## src/rtl/maeom_pkg.sv

```systemverilog
`default_nettype none
// ----------------------------------------------------------------------------
// maeom_pkg
// Shared types, constants and calendar helpers for the month adder with
// end-of-month snapping.
// ----------------------------------------------------------------------------
package maeom_pkg;

	localparam int YEAR_W  = 14;
	localparam int MONTH_W = 4;
	localparam int DAY_W   = 5;
	localparam int CNT_W   = 12;
	localparam int R400_W  = 9;
	localparam int Q400_W  = 6;

	localparam logic [YEAR_W-1:0]  YEAR_MAX   = 14'd9999;
	localparam logic [CNT_W-1:0]   MAX_MONTHS = 12'd4095;
	localparam logic [MONTH_W-1:0] MONTH_JAN  = 4'd1;
	localparam logic [MONTH_W-1:0] MONTH_FEB  = 4'd2;
	localparam logic [MONTH_W-1:0] MONTH_DEC  = 4'd12;
	localparam logic [R400_W-1:0]  R400_LAST  = 9'd399;

	// year / 400 as (year * DIV400_MUL) >> DIV400_SHIFT, exact for 14-bit years
	localparam int DIV400_SHIFT = 21;
	localparam int PROD_W       = YEAR_W + 13;
	localparam logic [12:0] DIV400_MUL = 13'd5243;

	typedef struct packed {
		logic [YEAR_W-1:0]  year;
		logic [MONTH_W-1:0] month;
		logic [DAY_W-1:0]   day;
	} date_t;

	typedef enum logic [2:0] {
		S_IDLE,
		S_DIV,
		S_REM,
		S_CHECK,
		S_STEP,
		S_DONE
	} state_t;

	// leap test on year mod 400: divisible by 4 but not a non-400 century
	function automatic logic is_leap400(input logic [R400_W-1:0] r);
		is_leap400 = (r[1:0] == 2'd0) && (r != 9'd100) && (r != 9'd200) && (r != 9'd300);
	endfunction

	function automatic logic [DAY_W-1:0] month_len(input logic [MONTH_W-1:0] m,
			input logic leap);
		logic [DAY_W-1:0] n;
		unique case (m) inside
			4'd4, 4'd6, 4'd9, 4'd11: n = 5'd30;
			MONTH_FEB:               n = leap ? 5'd29 : 5'd28;
			default:                 n = 5'd31;
		endcase
		month_len = n;
	endfunction

endpackage
`default_nettype wire

```

## src/rtl/maeom_if.sv

```systemverilog
`default_nettype none
// ----------------------------------------------------------------------------
// maeom_if
// Valid/ready channels for the month adder: date request and date result.
// ----------------------------------------------------------------------------
interface maeom_in_if;
	logic        valid;
	logic        ready;
	logic [13:0] start_year;
	logic [3:0]  start_month;
	logic [4:0]  start_day;
	logic [11:0] months_to_add;

	modport source (output valid, output start_year, output start_month,
		output start_day, output months_to_add, input ready);
	modport sink (input valid, input start_year, input start_month,
		input start_day, input months_to_add, output ready);
endinterface

interface maeom_out_if;
	logic        valid;
	logic        ready;
	logic [13:0] result_year;
	logic [3:0]  result_month;
	logic [4:0]  result_day;
	logic        date_error;

	modport source (output valid, output result_year, output result_month,
		output result_day, output date_error, input ready);
	modport sink (input valid, input result_year, input result_month,
		input result_day, input date_error, output ready);
endinterface
`default_nettype wire

```

## src/rtl/maeom_step.sv

```systemverilog
`default_nettype none
// ----------------------------------------------------------------------------
// maeom_step
// One month step: advances month and year, tracks year mod 400 and snaps or
// clamps the day to the length of the target month.
// ----------------------------------------------------------------------------
module maeom_step (
	input  maeom_pkg::date_t                     cur,
	input  logic [maeom_pkg::R400_W-1:0]         yr400,
	output maeom_pkg::date_t                     nxt,
	output logic [maeom_pkg::R400_W-1:0]         nxt_yr400,
	output logic                                 ovf
);

	logic                           at_end;
	logic [maeom_pkg::DAY_W-1:0]    len;

	always_comb begin
		at_end = (cur.day == maeom_pkg::month_len(cur.month, maeom_pkg::is_leap400(yr400)));
		if (cur.month == maeom_pkg::MONTH_DEC) begin
			nxt.month = maeom_pkg::MONTH_JAN;
			nxt.year  = cur.year + 14'd1;
			nxt_yr400 = (yr400 == maeom_pkg::R400_LAST) ? 9'd0 : yr400 + 9'd1;
			ovf       = (cur.year >= maeom_pkg::YEAR_MAX);
		end else begin
			nxt.month = cur.month + 4'd1;
			nxt.year  = cur.year;
			nxt_yr400 = yr400;
			ovf       = 1'b0;
		end
		len = maeom_pkg::month_len(nxt.month, maeom_pkg::is_leap400(nxt_yr400));
		// last day stays last day; a day past the new month end clamps
		nxt.day = (at_end || (cur.day > len)) ? len : cur.day;
	end

endmodule
`default_nettype wire

```

## src/rtl/month_add_end_of_month_snap.sv

```systemverilog
`default_nettype none
// ----------------------------------------------------------------------------
// month_add_end_of_month_snap
// Adds a month count to a Gregorian date with end-of-month snapping.
// ----------------------------------------------------------------------------
// A request word is taken while the block is idle. The month steps taken are
// months_to_add (0..4095) for a valid date, none for an invalid date, and up to
// the overflowing step when the year passes 9999. The setup states S_DIV, S_REM
// and S_CHECK find the start year mod 400 and check the date, then the single
// month-step unit applies one month per cycle, and S_DONE loads the result
// word into the output register when the output is free. A result waiting on
// the output does not block the next request word; a new word is held off
// while the block is busy with a word, also while a result cannot be
// unloaded.
// An invalid start date or a year past 9999 gives date_error with zero fields.
module month_add_end_of_month_snap (
	input  logic          clk,
	input  logic          arst_n,
	maeom_in_if.sink      req,
	maeom_out_if.source   rsp
);

	maeom_pkg::state_t                   state_q, state_d;
	maeom_pkg::date_t                    date_q;
	maeom_pkg::date_t                    step_nxt;
	logic [maeom_pkg::CNT_W-1:0]         cnt_q;
	logic [maeom_pkg::Q400_W-1:0]        q400_q;
	logic [maeom_pkg::R400_W-1:0]        yr400_q;
	logic [maeom_pkg::R400_W-1:0]        step_yr400;
	logic                                step_ovf;
	logic                                err_q;
	logic [maeom_pkg::PROD_W-1:0]        prod;
	logic                                bad_date;

	logic                                rsp_valid_q;
	logic [13:0]                         rsp_year_q;
	logic [3:0]                          rsp_month_q;
	logic [4:0]                          rsp_day_q;
	logic                                rsp_err_q;

	logic ld_in, ld_q, ld_r, do_step, set_err, ld_out;

	maeom_step u_step (
		.cur       (date_q),
		.yr400     (yr400_q),
		.nxt       (step_nxt),
		.nxt_yr400 (step_yr400),
		.ovf       (step_ovf)
	);

	assign prod = maeom_pkg::PROD_W'(date_q.year) * maeom_pkg::PROD_W'(maeom_pkg::DIV400_MUL);

	always_comb begin
		bad_date = (date_q.year == 14'd0) || (date_q.year > maeom_pkg::YEAR_MAX) ||
			(date_q.month == 4'd0) || (date_q.month > maeom_pkg::MONTH_DEC) ||
			(date_q.day == 5'd0) ||
			(date_q.day > maeom_pkg::month_len(date_q.month, maeom_pkg::is_leap400(yr400_q)));
	end

	always_ff @(posedge clk or negedge arst_n) begin
		if (!arst_n) begin
			state_q <= maeom_pkg::S_IDLE;
		end else begin
			state_q <= state_d;
		end
	end

	always_comb begin
		state_d   = state_q;
		req.ready = 1'b0;
		ld_in     = 1'b0;
		ld_q      = 1'b0;
		ld_r      = 1'b0;
		do_step   = 1'b0;
		set_err   = 1'b0;
		ld_out    = 1'b0;
		unique case (state_q)
			maeom_pkg::S_IDLE: begin
				req.ready = 1'b1;
				if (req.valid) begin
					ld_in   = 1'b1;
					state_d = maeom_pkg::S_DIV;
				end
			end
			maeom_pkg::S_DIV: begin
				ld_q    = 1'b1;
				state_d = maeom_pkg::S_REM;
			end
			maeom_pkg::S_REM: begin
				ld_r    = 1'b1;
				state_d = maeom_pkg::S_CHECK;
			end
			maeom_pkg::S_CHECK: begin
				if (bad_date) begin
					set_err = 1'b1;
					state_d = maeom_pkg::S_DONE;
				end else if (cnt_q == '0) begin
					state_d = maeom_pkg::S_DONE;
				end else begin
					state_d = maeom_pkg::S_STEP;
				end
			end
			maeom_pkg::S_STEP: begin
				if (step_ovf) begin
					set_err = 1'b1;
					state_d = maeom_pkg::S_DONE;
				end else begin
					do_step = 1'b1;
					if (cnt_q == 12'd1) begin
						state_d = maeom_pkg::S_DONE;
					end
				end
			end
			maeom_pkg::S_DONE: begin
				if (!rsp_valid_q || rsp.ready) begin
					ld_out  = 1'b1;
					state_d = maeom_pkg::S_IDLE;
				end
			end
			default: begin
				state_d = maeom_pkg::S_IDLE;
			end
		endcase
	end

	// datapath
	always_ff @(posedge clk) begin
		if (ld_in) begin
			date_q.year  <= req.start_year;
			date_q.month <= req.start_month;
			date_q.day   <= req.start_day;
			cnt_q        <= (req.months_to_add > maeom_pkg::MAX_MONTHS) ?
				maeom_pkg::MAX_MONTHS : req.months_to_add;
		end
		if (ld_q) begin
			q400_q <= prod[maeom_pkg::DIV400_SHIFT +: maeom_pkg::Q400_W];
		end
		if (ld_r) begin
			yr400_q <= maeom_pkg::R400_W'(15'(date_q.year) - 15'(q400_q) * 15'd400);
		end
		if (do_step) begin
			date_q  <= step_nxt;
			yr400_q <= step_yr400;
			cnt_q   <= cnt_q - 12'd1;
		end
		if (ld_out) begin
			rsp_year_q  <= err_q ? 14'd0 : date_q.year;
			rsp_month_q <= err_q ? 4'd0  : date_q.month;
			rsp_day_q   <= err_q ? 5'd0  : date_q.day;
			rsp_err_q   <= err_q;
		end
	end

	always_ff @(posedge clk or negedge arst_n) begin
		if (!arst_n) begin
			err_q       <= 1'b0;
			rsp_valid_q <= 1'b0;
		end else begin
			if (ld_in) begin
				err_q <= 1'b0;
			end else if (set_err) begin
				err_q <= 1'b1;
			end
			if (ld_out) begin
				rsp_valid_q <= 1'b1;
			end else if (rsp.ready) begin
				rsp_valid_q <= 1'b0;
			end
		end
	end

	assign rsp.valid        = rsp_valid_q;
	assign rsp.result_year  = rsp_year_q;
	assign rsp.result_month = rsp_month_q;
	assign rsp.result_day   = rsp_day_q;
	assign rsp.date_error   = rsp_err_q;

endmodule
`default_nettype wire

```

## src/flat_wrapper.sv

```systemverilog
// flat-port wrapper written by rule: the top's interface ports become plain ports
module month_add_end_of_month_snap_flat 
  (clk, arst_n, req_valid, req_start_year, req_start_month, req_start_day, req_months_to_add, req_ready, rsp_valid, rsp_result_year, rsp_result_month, rsp_result_day, rsp_date_error, rsp_ready);
  maeom_in_if req_i ();
  maeom_out_if rsp_i ();
  input  logic clk;
  input  logic arst_n;
  input wire logic [$bits(req_i.valid)-1:0] req_valid;
  input wire logic [$bits(req_i.start_year)-1:0] req_start_year;
  input wire logic [$bits(req_i.start_month)-1:0] req_start_month;
  input wire logic [$bits(req_i.start_day)-1:0] req_start_day;
  input wire logic [$bits(req_i.months_to_add)-1:0] req_months_to_add;
  output wire logic [$bits(req_i.ready)-1:0] req_ready;
  output wire logic [$bits(rsp_i.valid)-1:0] rsp_valid;
  output wire logic [$bits(rsp_i.result_year)-1:0] rsp_result_year;
  output wire logic [$bits(rsp_i.result_month)-1:0] rsp_result_month;
  output wire logic [$bits(rsp_i.result_day)-1:0] rsp_result_day;
  output wire logic [$bits(rsp_i.date_error)-1:0] rsp_date_error;
  input wire logic [$bits(rsp_i.ready)-1:0] rsp_ready;
  assign req_i.valid = req_valid;
  assign req_i.start_year = req_start_year;
  assign req_i.start_month = req_start_month;
  assign req_i.start_day = req_start_day;
  assign req_i.months_to_add = req_months_to_add;
  assign req_ready = req_i.ready;
  assign rsp_valid = rsp_i.valid;
  assign rsp_result_year = rsp_i.result_year;
  assign rsp_result_month = rsp_i.result_month;
  assign rsp_result_day = rsp_i.result_day;
  assign rsp_date_error = rsp_i.date_error;
  assign rsp_i.ready = rsp_ready;
  month_add_end_of_month_snap u_core (.clk(clk), .arst_n(arst_n), .req(req_i), .rsp(rsp_i));
endmodule
```

## config.mk

```make
export PLATFORM = sky130hd
export DESIGN_NAME = month_add_end_of_month_snap_flat
export DESIGN_NICKNAME = d
export VERILOG_FILES = /design/src/rtl/maeom_pkg.sv /design/src/rtl/maeom_if.sv /design/src/rtl/maeom_step.sv /design/src/rtl/month_add_end_of_month_snap.sv /design/src/flat_wrapper.sv
export SDC_FILE = /design/constraint.sdc
export NUM_CORES = 1
export LEC_CHECK = 0
export ABC_CLOCK_PERIOD_IN_PS = 5200
export BUFFER_PORTS_ARGS = -buffer_cell sky130_fd_sc_hd__buf_2
export CORE_MARGIN = 2
export CORE_UTILIZATION = 35
export DETAILED_ROUTE_END_ITERATION = 12
export HOLD_SLACK_MARGIN = 0.08
export SLEW_MARGIN = 10
export SYNTH_ARGS = -nofsm -noshare
export SYNTH_HDL_FRONTEND = slang
export SYNTH_SLANG_ARGS = --single-unit
```

## constraint.sdc

```tcl
create_clock -name clk -period 5.2 [get_ports clk]
set_input_delay 0.78 -clock clk [delete_from_list [all_inputs] [get_ports clk]]
set_output_delay 0.78 -clock clk [all_outputs]
set_load 0.02 [all_outputs]
```

==> metrics, run 1 <==
setup tns final=0 ps; IO Pins=65; vias in the first global route=5564; worst reg2reg path endpoint=u_core.q400_q[4]; worst r2r src=u_core.date_q[19]; Num CTS Buffers=9; Global Route Usage Sum=0.161; syn nets=1002; grt ovf=0; type of the worst setup path=reg -> reg; most common library cells after synthesis=ha_1 (133), inv_1 (133), edfxtp_1 (73); Placer Congestion=0.875; DIE HEIGHT=155 um; DIE AREA=23900 um2; post-synthesis cell type count=67; CTS resizes=0; Row Count=55; Hold WC Path Type=in -> async; HPWL Detailed=15100 um; RSZ-0062 raised after global routing=no; largest net degree at the start of global routing=47; critical path startpoint category=flip-flop; average cell area after synthesis=10.4 um2; Post-synth EDFFs=73; Crit Path Max Fanout=6; first-pass GRT wire length=29800 um; Die Wd=155 um; R2R depth=17; CP Capture Type=flip-flop; area leader, netlist=edfxtp_1; Post-Syn Instances=767; nets=1080; fillers=2238; Hold-fix buffers, CTS=0; initial core utilization=0.354; DR iter-0 viols=354; Inserted Diodes=0; DR vias/cell=4.93; Clock Path Buffers=2; ANT nets after route=0; Area Overhead vs Synth=13.0%; Max-slew headroom=0.330; H-Tree Depth=3; Seq cells post-synth=78; CTS sink count=78; final setup violation count=0; Worst-Margin Slew=1010 ps; ys flop type=edfxtp_1; Worst Path Required=5290 ps; fmax=0.204 GHz; Clock Latency Late Sink=340 ps; outcome=complete, no violations; Synth top area share=0.276; via count=5600; postcts setup bufs=0; CTS root buffer=clkbuf_16; Worst-path clk slew=70 ps; r2r setup slk=310 ps; Setup Skew=10.7 ps; Area contributors post-synth=edfxtp_1 (28%), ha_1 (21%), fa_1 (16%); CTS tree=yes; WL/cell=16.2 um; Hold Vio Cnt, Final=0; layout cells sized above 1=0.140; Final Cycle Share=0.941; core box area=22400 um2; drt total wl=18400 um; router iterations before antenna repair=5; sequential area share after synthesis=0.292; initial antenna violation count=1; async set-reset flop share out of synthesis=0.0641; YS warnings=0; Port Buffers=64; Synth Cell Area=7940 um2; number of remaining DRC errors=0; MaxCap Viol Count=0; max-slew violations=0; Arrival @ worst endpoint=4990 ps; Tmin final=4890 ps
## cell families after synthesis
kind of cell | after synthesis | synth area share
AND/OR/NAND/NOR | 176 | 0.113
flip-flops | 78 | 0.292
adder cells (fa/ha/maj) | 196 | 0.368
AO/OA/AOI/OAI | 117 | 0.0960
multiplexers | 5 | 0.00678
buffers and inverters | 153 | 0.0775
XOR/XNOR | 42 | 0.0463
## state kept, by name, summed over array words and instances (netlist names)
| signal | count |
|---|---|
| u_core.yr400_q | 9 |
| u_core.cnt_q | 12 |
| u_core.rsp.date_error | 1 |
| u_core.rsp.result_month | 4 |
| u_core.q400_q | 5 |
| u_core.rsp.result_day | 5 |
| u_core.err_q | 1 |
| u_core.rsp.valid | 1 |
| u_core.rsp.result_year | 14 |
| u_core.date_q | 23 |
| u_core.state_q | 3 |
## worst max-delay path by stage
stage | start | to | slack [ps]
after floorplan | u_core.date_q[20] | u_core.q400_q[4] | 580
after global placement | u_core.date_q[19] | u_core.q400_q[4] | 340
after detailed placement | u_core.date_q[19] | u_core.q400_q[4] | 320
after CTS | u_core.date_q[19] | u_core.q400_q[4] | 310
after global routing | u_core.date_q[19] | u_core.q400_q[4] | 30
final | u_core.date_q[19] | u_core.q400_q[4] | 310
## through the flow
stage | cell area, um2 | util | cells | worst slack [ps] | hold WS (ps)
floorplan | 7940 | - | 767 | 576 | 476
global placement | 8680 | 0.387 | 1119 | 341 | 516
detailed placement | 8680 | 0.387 | 1119 | 322 | 513
CTS | 8970 | 0.400 | 1135 | 308 | 234
global route | 8970 | 0.400 | 1135 | 30.2 | 239
finish | 8970 | 0.400 | 1135 | 309 | 241
## cell type report
cell class / count / area, um2 / share of cell area
Multi-Input combinational cell: 536 / 5010 / 0.559
Clock inverter: 7 / 62.6 / 0.00698
Inverter: 133 / 499 / 0.0557
Tap cell: 285 / 357 / 0.0398
Clock buffer: 9 / 225 / 0.0251
Timing Repair Buffer: 87 / 493 / 0.0550
Sequential cell: 78 / 2320 / 0.258
## placed cells by master, fill, tap and decap left out, types with 4 or more instances in the layout
master and count:
inv_1 133, ha_1 133, edfxtp_1 73, buf_2 64, fa_1 63, nand2_1 55, nor2_1 41, xnor2_1 37
o21ai_0 30, a21oi_1 26, buf_4 23, o31ai_1 16, nand3_1 14, nor2b_1 11, clkbuf_16 9, nor3_1 8
nand4_1 8, a21o_1 8, and3_1 5, nor4_1 5, xor2_1 5, nand2b_1 5, dfrtp_1 5, o22ai_1 4
## critical path, stage by stage, from the launching register on
cell and delay (ps):
edfxtp_1 560, fa_1 540, ha_1 290, inv_1 50, fa_1 470, inv_1 50, fa_1 530, inv_1 60
fa_1 530, inv_1 40, ha_1 280, nand2_1 60, nor3_1 330, o211ai_1 230, a41oi_1 230, buf_4 160
a31oi_1 100, xnor2_1 130
## per-layer routing
metal  GRT usage  up-vias  part of all wire
met5           0        -           0.00071
li1            -     2770                 -
met3      0.0247       23             0.044
met1       0.238     2675              0.49
met2       0.244      130              0.45
met4      0.0450        2             0.018
Power of run 1 is not shown: default switching activity piles up to over one toggle a cycle in this logic, so the estimate is an artifact.
==> run 2, diff against run 1 <==
--- a/config.mk
+++ b/config.mk
@@ -9,6 +9,7 @@
 export BUFFER_PORTS_ARGS = -buffer_cell sky130_fd_sc_hd__buf_2
 export CORE_MARGIN = 2
 export CORE_UTILIZATION = 35
+export CTS_BUF_LIST = sky130_fd_sc_hd__clkbuf_8
 export DETAILED_ROUTE_END_ITERATION = 12
 export HOLD_SLACK_MARGIN = 0.08
 export SLEW_MARGIN = 10
==> metrics, run 2 (synthesized netlist as in run 1, its figures left out) <==
outcome=complete, no violations; r2r setup slk=310 ps (about the same); WL/cell=16.3 um (+0.15%); router iterations before antenna repair=5 (unchanged); Port Buffers=64 (unchanged); RSZ-0062 raised after global routing=no; Worst-path clk slew=100 ps (+30 ps); HPWL Detailed=15100 um (unchanged); vias in the first global route=5562 (-0.036%); Inserted Diodes=0 (unchanged); CTS tree=yes; Post-Layout Inst Area=8870 um2 (-1.1%); core box area=22400 um2 (unchanged); Final Cycle Share=0.941 (about the same); CTS sink count=78 (unchanged); R2R depth=17 (unchanged); DR vias/cell=4.95 (+0.36%); Global Route Usage Sum=0.161 (about the same); Worst-Margin Slew=1010 ps (+6.87 ps); postcts setup bufs=0 (unchanged); worst r2r src=u_core.date_q[19]; Hold WC Path Type=in -> async; fmax=0.204 GHz (about the same); CTS resizes=0 (unchanged); worst hold margin=206 ps (-34.6 ps); layout cells sized above 1=0.140 (unchanged); setup tns final=0 ps (unchanged); drt total wl=18400 um (+0.15%); Most Used Layer, Global Route=met2; via count=5620 (+0.36%); Placer Congestion=0.875 (unchanged); Clock Latency Late Sink=380 ps (+40 ps); GR Layer Usage met3=0.0280 (+0.00336); most frequent cells in the layout=inv_1 (133), ha_1 (133), edfxtp_1 (73); ANT nets after route=0 (unchanged); initial core utilization=0.354 (unchanged); initial antenna violation count=1 (unchanged); Crit Path Max Fanout=6 (unchanged); Largest Register=u_core.date_q; met1 usage=0.238 (-0.000586); Area Overhead vs Synth=11.7%; critical path startpoint category=flip-flop; Clock Path Buffers=2 (unchanged); Post-DP Area=8680 um2 (unchanged); max reg flops=23 (unchanged); MaxCap Viol Count=0 (unchanged); Hold-fix buffers, CTS=0 (unchanged); Hold Vio Cnt, Final=0 (unchanged); worst reg2reg path endpoint=u_core.q400_q[4]; number of remaining DRC errors=0 (unchanged); final setup violation count=0 (unchanged); fillers=2254 (+0.71%); CTS root buffer=clkbuf_8; Setup Skew=10.9 ps (+0.182 ps); grt met2 use=0.244 (unchanged); DR iter-0 viols=333 (-5.9%); Arrival @ worst endpoint=5030 ps (+40 ps); DIE HEIGHT=155 um (unchanged); CP Capture Type=flip-flop; type of the worst setup path=reg -> reg; grt ovf=0 (unchanged); nets=1080 (unchanged); Num CTS Buffers=9 (unchanged); DIE AREA=23900 um2 (unchanged); largest net degree at the start of global routing=47 (unchanged); H-Tree Depth=3 (unchanged); first-pass GRT wire length=29800 um (-0.18%); Worst Path Required=5340 ps (+50 ps); Tmin final=4890 ps (+3.21 ps); max-slew violations=0 (unchanged); Row Count=55 (unchanged); Max-slew headroom=0.325 (-0.00458); Die Wd=155 um (unchanged); IO Pins=65 (unchanged)
==> run 2: per-layer routing <==
layer	up-vias	share of wire
met5	-	0.00070
met4	2	0.018
met3	20	0.051
met2	148	0.44
met1	2682	0.49
li1	2768	-
==> run 2: worst max-delay path, cell delays in order (launching register included) <==
cell and delay (ps):
edfxtp_1 580, fa_1 540, ha_1 290, inv_1 50
fa_1 470, inv_1 50, fa_1 530, inv_1 60
fa_1 530, inv_1 40, ha_1 280, nand2_1 60
nor3_1 330, o211ai_1 230, a41oi_1 230, buf_4 160
a31oi_1 100, xnor2_1 130
==> run 2: per-stage QoR <==
step           setup WS, ps  cells   util
6_report                305   1135  0.395
2_1_floorplan           576    767      -
4_1_cts                 307   1135  0.395
3_3_place_gp            341   1119  0.387
3_5_place_dp            322   1119  0.387
5_1_grt                26.4   1135  0.395
==> run 2: worst max path at each step <==
stage / start / end / slack (ps) / cells past startpoint
finish: u_core.date_q[19] / u_core.q400_q[4] / 310 / 17
global route: u_core.date_q[19] / u_core.q400_q[4] / 30 / 17
CTS: u_core.date_q[19] / u_core.q400_q[4] / 310 / 17
detailed placement: u_core.date_q[19] / u_core.q400_q[4] / 320 / 17
global placement: u_core.date_q[19] / u_core.q400_q[4] / 340 / 17
floorplan: u_core.date_q[20] / u_core.q400_q[4] / 580 / 16
==> run 2: area by class of cell <==
type,count,area [um2],share of cell area
inverters,133,499,0.0563
well taps,285,357,0.0402
clock inverters,7,62.6,0.00706
flip-flops and latches,78,2320,0.261
clock buffers,9,124,0.0140
multi-input cells,536,5010,0.565
repair buffers,87,493,0.0556
Power of run 2 is left out for the same reason.
